--- src/rtl/dltq_pkg.sv ---
// ----------------------------------------------------------------------------
// dltq_pkg
// Shared types, constants and control words for the delta-list timer queue.
// ----------------------------------------------------------------------------
package dltq_pkg;

  localparam int MAX_TIMERS = 16;
  localparam int IDX_W      = $clog2(MAX_TIMERS);
  localparam int CNT_W      = $clog2(MAX_TIMERS + 1);
  localparam int TIME_W     = 24;
  localparam int ID_W       = 16;
  localparam int ENTRY_W    = TIME_W + ID_W;

  localparam logic [1:0] CMD_ADD    = 2'd0;
  localparam logic [1:0] CMD_TICK   = 2'd1;
  localparam logic [1:0] CMD_CANCEL = 2'd2;

  localparam logic [2:0] ST_OK       = 3'd0;
  localparam logic [2:0] ST_ZERO     = 3'd1;
  localparam logic [2:0] ST_EMPTY    = 3'd2;
  localparam logic [2:0] ST_NOTFOUND = 3'd3;
  localparam logic [2:0] ST_FULL     = 3'd4;

  localparam logic [1:0] POS_HEAD   = 2'd0;
  localparam logic [1:0] POS_MIDDLE = 2'd1;
  localparam logic [1:0] POS_TAIL   = 2'd2;

  typedef struct packed {
    logic [1:0]        command;
    logic [ID_W-1:0]   seq_no;
    logic [TIME_W-1:0] time_value;
  } item_t;

  typedef struct packed {
    logic [2:0]      status;
    logic [1:0]      position;
    logic            expired;
    logic [ID_W-1:0] expired_seq;
    logic            now_empty;
  } result_t;

  typedef struct packed {
    logic [TIME_W-1:0] delta;
    logic [ID_W-1:0]   id;
  } entry_t;

  typedef enum logic [1:0] {
    RD_IDX,
    RD_KM1,
    RD_KP1
  } rsel_t;

  typedef enum logic [2:0] {
    W_SHIFT,
    W_FIRST,
    W_TAIL,
    W_HEAD_SUB,
    W_ADJ,
    W_NEW
  } wsel_t;

  typedef enum logic [4:0] {
    S_IDLE,
    S_DISP,
    S_AREQ,
    S_AEVAL,
    S_UPCHK,
    S_UPREQ,
    S_UPWR,
    S_ADJ,
    S_NEW,
    S_CREQ,
    S_CEVAL,
    S_TREQ,
    S_TEVAL,
    S_DNCHK,
    S_DNREQ,
    S_DNWR,
    S_DONE
  } state_t;

  typedef struct packed {
    logic       load_item;
    rsel_t      rd_sel;
    logic       wr_en;
    wsel_t      wr_sel;
    logic       idx_inc;
    logic       sum_acc;
    logic       save_rd;
    logic       k_from_idx;
    logic       k_from_count;
    logic       merge_set;
    logic       k_dec;
    logic       k_inc;
    logic       cnt_inc;
    logic       cnt_dec;
    logic       res_load;
    logic [2:0] res_status;
    logic [1:0] res_pos;
    logic       exp_load;
    logic       publish;
  } ctl_t;

  typedef struct packed {
    logic [1:0] command;
    logic       zero_time;
    logic       full;
    logic       empty;
    logic       add_hit;
    logic       last;
    logic       idx_zero;
    logic       id_hit;
    logic       tick_exp;
    logic       up_more;
    logic       down_more;
    logic       out_free;
  } stat_t;

endpackage

--- src/rtl/delta_list_timer_queue.sv ---
// Sequence: dispatch, then a request and an evaluate state per entry scanned and
//   a check, a request and a write state per entry moved; a rejected or trivial
//   command goes from dispatch straight to the result.
// Throughput: one command at a time; the next word is taken once the current
//   result is in the output register. Registered RAM reads set the pace.
// Reset: synchronous; empties the list and drops any pending result word.
// ----------------------------------------------------------------------------
// delta_list_timer_queue
// Delta-list timer queue with add, tick and cancel commands.
// ----------------------------------------------------------------------------
module delta_list_timer_queue (
  input  logic              clk,
  input  logic              rst,
  input  logic              item_valid,
  output logic              item_ready,
  input  dltq_pkg::item_t   item,
  output logic              result_valid,
  input  logic              result_ready,
  output dltq_pkg::result_t result
);
  import dltq_pkg::*;

  ctl_t  ctl;
  stat_t st;

  dltq_ctrl u_ctrl (
    .clk        (clk),
    .rst        (rst),
    .item_valid (item_valid),
    .item_ready (item_ready),
    .st         (st),
    .ctl        (ctl)
  );

  dltq_dpath u_dpath (
    .clk          (clk),
    .rst          (rst),
    .item         (item),
    .ctl          (ctl),
    .st           (st),
    .result_valid (result_valid),
    .result_ready (result_ready),
    .result       (result)
  );

endmodule

--- src/rtl/dltq_ram.sv ---
// ----------------------------------------------------------------------------
// dltq_ram
// Generic single-write, single-read RAM with registered read data.
// ----------------------------------------------------------------------------
module dltq_ram #(
  parameter int WIDTH = 8,
  parameter int DEPTH = 16
) (
  input  logic                     clk,
  input  logic                     we,
  input  logic [$clog2(DEPTH)-1:0] waddr,
  input  logic [WIDTH-1:0]         wdata,
  input  logic [$clog2(DEPTH)-1:0] raddr,
  output logic [WIDTH-1:0]         rdata
);

  logic [WIDTH-1:0] mem [DEPTH];

  always_ff @(posedge clk) begin
    if (we) begin
      mem[waddr] <= wdata;
    end
    rdata <= mem[raddr];
  end

endmodule

--- src/rtl/dltq_ctrl.sv ---
// ----------------------------------------------------------------------------
// dltq_ctrl
// Sequencer for add, tick and cancel: walks the list one entry at a time
// and steers the datapath through scans and shifts.
// ----------------------------------------------------------------------------
module dltq_ctrl (
  input  logic           clk,
  input  logic           rst,
  input  logic           item_valid,
  output logic           item_ready,
  input  dltq_pkg::stat_t st,
  output dltq_pkg::ctl_t  ctl
);
  import dltq_pkg::*;

  state_t state, state_next;

  always_ff @(posedge clk) begin
    if (rst) begin
      state <= S_IDLE;
    end else begin
      state <= state_next;
    end
  end

  always_comb begin
    state_next = state;
    ctl        = '0;
    ctl.rd_sel = RD_IDX;
    ctl.wr_sel = W_SHIFT;
    item_ready = (state == S_IDLE);
    case (state)
      S_IDLE: begin
        if (item_valid) begin
          ctl.load_item = 1'b1;
          state_next    = S_DISP;
        end
      end
      S_DISP: begin
        ctl.res_load   = 1'b1;
        ctl.res_status = ST_OK;
        ctl.res_pos    = POS_HEAD;
        state_next     = S_DONE;
        case (st.command)
          CMD_ADD: begin
            if (st.zero_time) begin
              ctl.res_status = ST_ZERO;
            end else if (st.full) begin
              ctl.res_status = ST_FULL;
            end else if (st.empty) begin
              ctl.wr_en   = 1'b1;
              ctl.wr_sel  = W_FIRST;
              ctl.cnt_inc = 1'b1;
            end else begin
              ctl.res_load = 1'b0;
              state_next   = S_AREQ;
            end
          end
          CMD_TICK: begin
            if (st.empty) begin
              ctl.res_status = ST_EMPTY;
            end else begin
              ctl.res_load = 1'b0;
              state_next   = S_TREQ;
            end
          end
          CMD_CANCEL: begin
            if (st.empty) begin
              ctl.res_status = ST_EMPTY;
            end else begin
              ctl.res_load = 1'b0;
              state_next   = S_CREQ;
            end
          end
          default: ;
        endcase
      end
      S_AREQ: begin
        state_next = S_AEVAL;
      end
      S_AEVAL: begin
        ctl.res_status = ST_OK;
        if (st.add_hit) begin
          // insert before this entry; open a gap above it
          ctl.save_rd      = 1'b1;
          ctl.k_from_count = 1'b1;
          ctl.res_load     = 1'b1;
          ctl.res_pos      = st.idx_zero ? POS_HEAD : POS_MIDDLE;
          state_next       = S_UPCHK;
        end else if (st.last) begin
          ctl.wr_en    = 1'b1;
          ctl.wr_sel   = W_TAIL;
          ctl.cnt_inc  = 1'b1;
          ctl.res_load = 1'b1;
          ctl.res_pos  = POS_TAIL;
          state_next   = S_DONE;
        end else begin
          ctl.idx_inc = 1'b1;
          ctl.sum_acc = 1'b1;
          state_next  = S_AREQ;
        end
      end
      S_UPCHK: begin
        state_next = st.up_more ? S_UPREQ : S_ADJ;
      end
      S_UPREQ: begin
        ctl.rd_sel = RD_KM1;
        state_next = S_UPWR;
      end
      S_UPWR: begin
        ctl.wr_en  = 1'b1;
        ctl.wr_sel = W_SHIFT;
        ctl.k_dec  = 1'b1;
        state_next = S_UPCHK;
      end
      S_ADJ: begin
        ctl.wr_en  = 1'b1;
        ctl.wr_sel = W_ADJ;
        state_next = S_NEW;
      end
      S_NEW: begin
        ctl.wr_en   = 1'b1;
        ctl.wr_sel  = W_NEW;
        ctl.cnt_inc = 1'b1;
        state_next  = S_DONE;
      end
      S_CREQ: begin
        state_next = S_CEVAL;
      end
      S_CEVAL: begin
        if (st.id_hit) begin
          ctl.save_rd    = 1'b1;
          ctl.k_from_idx = 1'b1;
          ctl.merge_set  = 1'b1;
          ctl.res_load   = 1'b1;
          ctl.res_status = ST_OK;
          if (st.idx_zero) begin
            ctl.res_pos = POS_HEAD;
          end else if (st.last) begin
            ctl.res_pos = POS_TAIL;
          end else begin
            ctl.res_pos = POS_MIDDLE;
          end
          state_next = S_DNCHK;
        end else if (st.last) begin
          ctl.res_load   = 1'b1;
          ctl.res_status = ST_NOTFOUND;
          ctl.res_pos    = POS_HEAD;
          state_next     = S_DONE;
        end else begin
          ctl.idx_inc = 1'b1;
          state_next  = S_CREQ;
        end
      end
      S_TREQ: begin
        state_next = S_TEVAL;
      end
      S_TEVAL: begin
        ctl.res_load   = 1'b1;
        ctl.res_status = ST_OK;
        ctl.res_pos    = POS_HEAD;
        if (st.tick_exp) begin
          ctl.exp_load   = 1'b1;
          ctl.k_from_idx = 1'b1;
          state_next     = S_DNCHK;
        end else begin
          ctl.wr_en  = 1'b1;
          ctl.wr_sel = W_HEAD_SUB;
          state_next = S_DONE;
        end
      end
      S_DNCHK: begin
        if (st.down_more) begin
          state_next = S_DNREQ;
        end else begin
          ctl.cnt_dec = 1'b1;
          state_next  = S_DONE;
        end
      end
      S_DNREQ: begin
        ctl.rd_sel = RD_KP1;
        state_next = S_DNWR;
      end
      S_DNWR: begin
        ctl.wr_en  = 1'b1;
        ctl.wr_sel = W_SHIFT;
        ctl.k_inc  = 1'b1;
        state_next = S_DNCHK;
      end
      S_DONE: begin
        if (st.out_free) begin
          ctl.publish = 1'b1;
          state_next  = S_IDLE;
        end
      end
      default: begin
        state_next = S_IDLE;
      end
    endcase
  end

endmodule

--- src/rtl/dltq_dpath.sv ---
// ----------------------------------------------------------------------------
// dltq_dpath
// Entry RAM, scan pointers, running sum, result staging and output register.
// ----------------------------------------------------------------------------
module dltq_dpath (
  input  logic              clk,
  input  logic              rst,
  input  dltq_pkg::item_t   item,
  input  dltq_pkg::ctl_t    ctl,
  output dltq_pkg::stat_t   st,
  output logic              result_valid,
  input  logic              result_ready,
  output dltq_pkg::result_t result
);
  import dltq_pkg::*;

  item_t               cur;
  logic [CNT_W-1:0]    count;
  logic [CNT_W-1:0]    idx;
  logic [CNT_W-1:0]    k;
  logic [TIME_W-1:0]   sum;
  entry_t              saved;
  logic                merge;
  logic [2:0]          res_status;
  logic [1:0]          res_pos;
  logic                res_exp;
  logic [ID_W-1:0]     res_exp_seq;

  logic [ENTRY_W-1:0]  rd_raw;
  entry_t              rd;
  logic [CNT_W-1:0]    raddr_full;
  logic [CNT_W-1:0]    waddr_full;
  entry_t              wdata;
  logic [TIME_W-1:0]   nd;
  logic [TIME_W:0]     merge_sum;
  logic [TIME_W-1:0]   merge_sat;
  logic [TIME_W:0]     probe;

  assign rd        = entry_t'(rd_raw);
  assign nd        = cur.time_value - sum;
  assign merge_sum = {1'b0, rd.delta} + {1'b0, saved.delta};
  assign merge_sat = merge_sum[TIME_W] ? {TIME_W{1'b1}} : merge_sum[TIME_W-1:0];
  assign probe     = {1'b0, sum} + {1'b0, rd.delta};

  always_comb begin
    case (ctl.rd_sel)
      RD_KM1:  raddr_full = k - CNT_W'(1);
      RD_KP1:  raddr_full = k + CNT_W'(1);
      default: raddr_full = idx;
    endcase
  end

  always_comb begin
    waddr_full = k;
    wdata      = rd;
    case (ctl.wr_sel)
      W_SHIFT: begin
        waddr_full  = k;
        // the first move of a cancel carries the removed delta forward
        wdata.delta = merge ? merge_sat : rd.delta;
        wdata.id    = rd.id;
      end
      W_FIRST: begin
        waddr_full  = '0;
        wdata.delta = cur.time_value;
        wdata.id    = cur.seq_no;
      end
      W_TAIL: begin
        waddr_full  = count;
        wdata.delta = nd - rd.delta;
        wdata.id    = cur.seq_no;
      end
      W_HEAD_SUB: begin
        waddr_full  = idx;
        wdata.delta = rd.delta - cur.time_value;
        wdata.id    = rd.id;
      end
      W_ADJ: begin
        waddr_full  = idx + CNT_W'(1);
        wdata.delta = saved.delta - nd;
        wdata.id    = saved.id;
      end
      W_NEW: begin
        waddr_full  = idx;
        wdata.delta = nd;
        wdata.id    = cur.seq_no;
      end
      default: ;
    endcase
  end

  dltq_ram #(
    .WIDTH (ENTRY_W),
    .DEPTH (MAX_TIMERS)
  ) u_entries (
    .clk   (clk),
    .we    (ctl.wr_en),
    .waddr (waddr_full[IDX_W-1:0]),
    .wdata (wdata),
    .raddr (raddr_full[IDX_W-1:0]),
    .rdata (rd_raw)
  );

  always_ff @(posedge clk) begin
    if (rst) begin
      count <= '0;
    end else if (ctl.cnt_inc) begin
      count <= count + CNT_W'(1);
    end else if (ctl.cnt_dec) begin
      count <= count - CNT_W'(1);
    end
  end

  always_ff @(posedge clk) begin
    if (ctl.load_item) begin
      cur     <= item;
      idx     <= '0;
      sum     <= '0;
      merge   <= 1'b0;
      res_exp <= 1'b0;
      res_exp_seq <= '0;
    end else begin
      if (ctl.idx_inc) begin
        idx <= idx + CNT_W'(1);
      end
      if (ctl.sum_acc) begin
        sum <= sum + rd.delta;
      end
      if (ctl.k_from_idx) begin
        merge <= ctl.merge_set;
      end else if (ctl.wr_en && ctl.wr_sel == W_SHIFT) begin
        merge <= 1'b0;
      end
      if (ctl.exp_load) begin
        res_exp     <= 1'b1;
        res_exp_seq <= rd.id;
      end
    end
    if (ctl.save_rd) begin
      saved <= rd;
    end
    if (ctl.k_from_idx) begin
      k <= idx;
    end else if (ctl.k_from_count) begin
      k <= count;
    end else if (ctl.k_dec) begin
      k <= k - CNT_W'(1);
    end else if (ctl.k_inc) begin
      k <= k + CNT_W'(1);
    end
    if (ctl.res_load) begin
      res_status <= ctl.res_status;
      res_pos    <= ctl.res_pos;
    end
  end

  // output register: hold a finished word until the sink takes it
  always_ff @(posedge clk) begin
    if (rst) begin
      result_valid <= 1'b0;
    end else if (ctl.publish) begin
      result_valid <= 1'b1;
    end else if (result_ready) begin
      result_valid <= 1'b0;
    end
  end

  always_ff @(posedge clk) begin
    if (ctl.publish) begin
      result.status      <= res_status;
      result.position    <= res_pos;
      result.expired     <= res_exp;
      result.expired_seq <= res_exp_seq;
      result.now_empty   <= (count == '0);
    end
  end

  assign st.command   = cur.command;
  assign st.zero_time = (cur.time_value == '0);
  assign st.full      = (count == CNT_W'(MAX_TIMERS));
  assign st.empty     = (count == '0);
  assign st.add_hit   = probe > {1'b0, cur.time_value};
  assign st.last      = ((idx + CNT_W'(1)) == count);
  assign st.idx_zero  = (idx == '0);
  assign st.id_hit    = (rd.id == cur.seq_no);
  assign st.tick_exp  = (cur.time_value >= rd.delta);
  assign st.up_more   = (k > (idx + CNT_W'(1)));
  assign st.down_more = ((k + CNT_W'(1)) < count);
  assign st.out_free  = !result_valid || result_ready;

  a_count_range: assert property (@(posedge clk) disable iff (rst)
    count <= CNT_W'(MAX_TIMERS))
    else $error("entry count above capacity");

  a_inc_not_full: assert property (@(posedge clk) disable iff (rst)
    ctl.cnt_inc |-> (count < CNT_W'(MAX_TIMERS)))
    else $error("add grew a full list");

  a_dec_not_empty: assert property (@(posedge clk) disable iff (rst)
    ctl.cnt_dec |-> (count != '0))
    else $error("removal from an empty list");

  a_write_in_range: assert property (@(posedge clk) disable iff (rst)
    ctl.wr_en |-> (waddr_full < CNT_W'(MAX_TIMERS)))
    else $error("entry write beyond capacity");

  a_publish_free: assert property (@(posedge clk) disable iff (rst)
    ctl.publish |-> (!result_valid || result_ready))
    else $error("result overwritten before it was taken");

endmodule
--- config.mk ---
export PLATFORM = sky130hd
export DESIGN_NAME = delta_list_timer_queue
export DESIGN_NICKNAME = d
export VERILOG_FILES = /design/src/rtl/dltq_pkg.sv /design/src/rtl/delta_list_timer_queue.sv /design/src/rtl/dltq_ram.sv /design/src/rtl/dltq_ctrl.sv /design/src/rtl/dltq_dpath.sv
export SDC_FILE = /design/constraint.sdc
export NUM_CORES = 2
export LEC_CHECK = 0
export ABC_AREA = 0
export BUFFER_PORTS_ARGS = -buffer_cell sky130_fd_sc_hd__buf_2
export CAP_MARGIN = 10
export CORE_ASPECT_RATIO = 0.75
export CORE_MARGIN = 2
export CORE_UTILIZATION = 60
export DETAILED_ROUTE_END_ITERATION = 8
export PLACE_DENSITY = 0.77
export SLEW_MARGIN = 5
export SYNTH_ARGS = -nofsm -noshare
export SYNTH_HDL_FRONTEND = slang
export SYNTH_HIERARCHICAL = 1
export SYNTH_SLANG_ARGS = --single-unit
--- constraint.sdc ---
create_clock -name clk -period 9.6 [get_ports clk]
set_clock_uncertainty 0.15 [all_clocks]
set_input_delay 2.88 -clock clk [delete_from_list [all_inputs] [get_ports clk]]
set_output_delay 2.88 -clock clk [all_outputs]
set_load 0.01 [all_outputs]
==> reports/metrics.cfg <==
[placed_design]
place_ws_ps=1170
port_buffers=70
finalWeightedCongestion=1.01
hpwlAfterDp_um=86000
placed_cell_area_sq_mm=0.0438

[global_routing]
grt_pass1_wl_um=185000
grt_overflow=0
grt_usage_pct=35.6
antenna_found_initial=2
grt_max_degree=161
grt_pass1_vias=26800

[yosys]
yosysTopAreaCellShare_pct=53.9
synth_area_per_cell_sq_um=13.8
synth_flop_cell=edfxtp_1
synth_seq_area_share_pct=58.5
synth_seq_cells=853
netlist_instances=3055
synth_cell_types=103
yosysMostFrequentCell=edfxtp_1
synth_fp_nets=3295
async_flop_share_pct=0
synthTopCellsByCount=edfxtp_1 (755), nor2_1 (201), ha_1 (187)
netlist_top_cells_area=edfxtp_1 (54%), ha_1 (5.6%), mux4_2 (5.4%)
yosysWarnings=6
synth_top_area_cell=edfxtp_1
synth_edf_count=755
synthesis.area_sq_mm=0.0421

[timing]
finalWorstSetupSlack_ps=959
whs_ps=266
drv_slew=0
fin_crit_sh_pct=90.0
worstMarginPinSlew_ps=1200
rsz0062_at_grt=false
finalSetupTns_ps=0
fin_crit_ps=8640
finalHoldViolCount=0
maxSlewHeadroom_pct=19.8
finalSetupViolCount=0
max_clock_freq_mhz=116

[power]
cellPowerDensity_mw_per_mm2=196
p_leak_uw=0.0164
ir_worst_vdd_mv=0.240

[drt]
drt-total-wl_um=129000
dr_wl_met2_um=52900
viasPerCell=6.96
drt_iter0_drc=4719
met3_length_um=17700
first_pass_iters=6
wl_per_cell_um=30.8
ant_nets=0
dr_total_vias=29100
met1_length_um=54500
routed.top_layer=met4
drt_drc_violations_left=0

[final_layout]
post-route-util_pct=66.8
area_growth_pct=10.7
drive_gt1_share_pct=13.7
multi_input_comb_area_sq_mm=0.0163
diodes=0
nFillCells=4794
nets=3409
regArea_sq_mm=0.0246
stdcell_area_sq_mm=0.0466

[setup_path]
crit_path_frequent_cell=a21oi_1
slowest_stage=o21ai_0
slowest_delay_ps=890
cp.required_ps=9740
worst-setup-path-type=reg2reg
worstPathMaxFanout=37
cp-end-kind=flip-flop
critPathArrivalTime_ps=8780
crit_path_start_kind=flip-flop

[floorplan]
num_rows=84
die_w_um=310
coreArea_sq_mm=0.0698
dieArea_sq_mm=0.0723
die_h_um=233
ios=71
start_util_pct=60.3

[run_status]
status=completed

[clock_network]
cts_post_setup_buffers_inserted=0
cts_tree=built
htreeDepth=3
postCtsResizedCells=0
cts_sinks=853
cts-hold-fix-buffers=0
clock_latency_ps=670
cts_max_path_buffers=3
cts_buffers=80
cts_root_buf=clkbuf_16
cts.clk_slew.worst_paths_ps=60

[min_path]
hold_path.class=reg2reg

[run]
maxCapViolCount=0

## state kept, by name, summed over array words and instances (netlist names)
signal	cells
u_dpath/k	5
u_dpath/res_exp_seq	16
u_dpath/merge	1
u_dpath/u_entries/mem	640
u_dpath/res_status	3
u_dpath/res_exp	1
u_dpath/saved	40
u_dpath/result	23
u_dpath/sum	24
u_dpath/idx	5
u_dpath/u_entries/rdata	40
u_dpath/count	5
u_dpath/cur	40
u_dpath/st	2
u_dpath/res_pos	2
u_ctrl/state	5
u_dpath/result_valid	1
## path summary, 6_finish.rpt
check | slack, ps | endpoint | depth (start not counted) | from
max reg2reg | 960 | u_dpath/u_entries/mem[3][37] | 28 | u_dpath/u_entries/rdata[17]
min reg2reg | 270 | u_dpath/result[21] | 0 | u_dpath/res_status[1]
max | 960 | u_dpath/u_entries/mem[3][37] | 28 | u_dpath/u_entries/rdata[17]
min | 270 | u_dpath/result[21] | 0 | u_dpath/res_status[1]
## report_power, final
group	internal (uW)	switching, uW
Combinational	509	988
Sequential	4170	77.7
Clock	1930	1470
## layer usage
layer  up-vias  track usage, %
met5         -               0
met2      2212            48.4
met1     14400            57.2
met4         0            9.92
li1      12200               -
met3       255            7.73
## layout by cell type, fill, tap and decap left out, drive strengths merged, types with 40 or more instances in the layout
cell / netlist / final
a21o: 68 / 68
a21oi: 177 / 177
a22oi: 90 / 90
buf: 37 / 160
clkbuf: 91 / 96
dfxtp: 98 / 98
edfxtp: 755 / 755
ha: 187 / 187
inv: 161 / 168
mux2i: 51 / 51
mux4: 160 / 160
nand2: 157 / 157
nand3: 43 / 43
nor2: 201 / 201
o21ai: 116 / 116
o22ai: 41 / 41
xnor2: 112 / 112
xor2: 40 / 40
## area by class of cell
| class | instances | share of cell area (%) |
|---|---|---|
| Clock inverter | 53 | 1.48 |
| Inverter | 163 | 1.31 |
| Tap cell | 946 | 2.54 |
| Clock buffer | 96 | 4.47 |
| Timing Repair Buffer | 160 | 2.28 |
| Sequential cell | 853 | 52.9 |
| Multi-Input combinational cell | 1911 | 35.1 |
## critical path: cells and delay by family (launching register included)
family / cells / cell delay (ps)
compound gates: 17 / 4060
simple gates: 4 / 1630
mux: 1 / 170
flops: 1 / 570
fa+ha+maj: 2 / 500
buf+inv: 3 / 1040
xor+xnor: 1 / 120
## cells by family after synthesis
group | after synthesis | synth area share, %
and+or+nand+nor | 609 | 6.94
AOI/OAI and AO/OA | 742 | 11.9
buffers and inverters | 291 | 3.12
DFF | 853 | 58.5
adders and majority gates | 194 | 5.89
xor gates and xnor gates | 153 | 3.22
muxes | 213 | 10.4
## per-stage QoR
step                power [uW]  cells
finish                    9140   4182
global route              9380   4182
CTS                       9100   4178
detailed placement        5740   4029
global placement          5710   4029
floorplan                 5240   3055
Note: power is estimated with default switching activity, not from simulation.
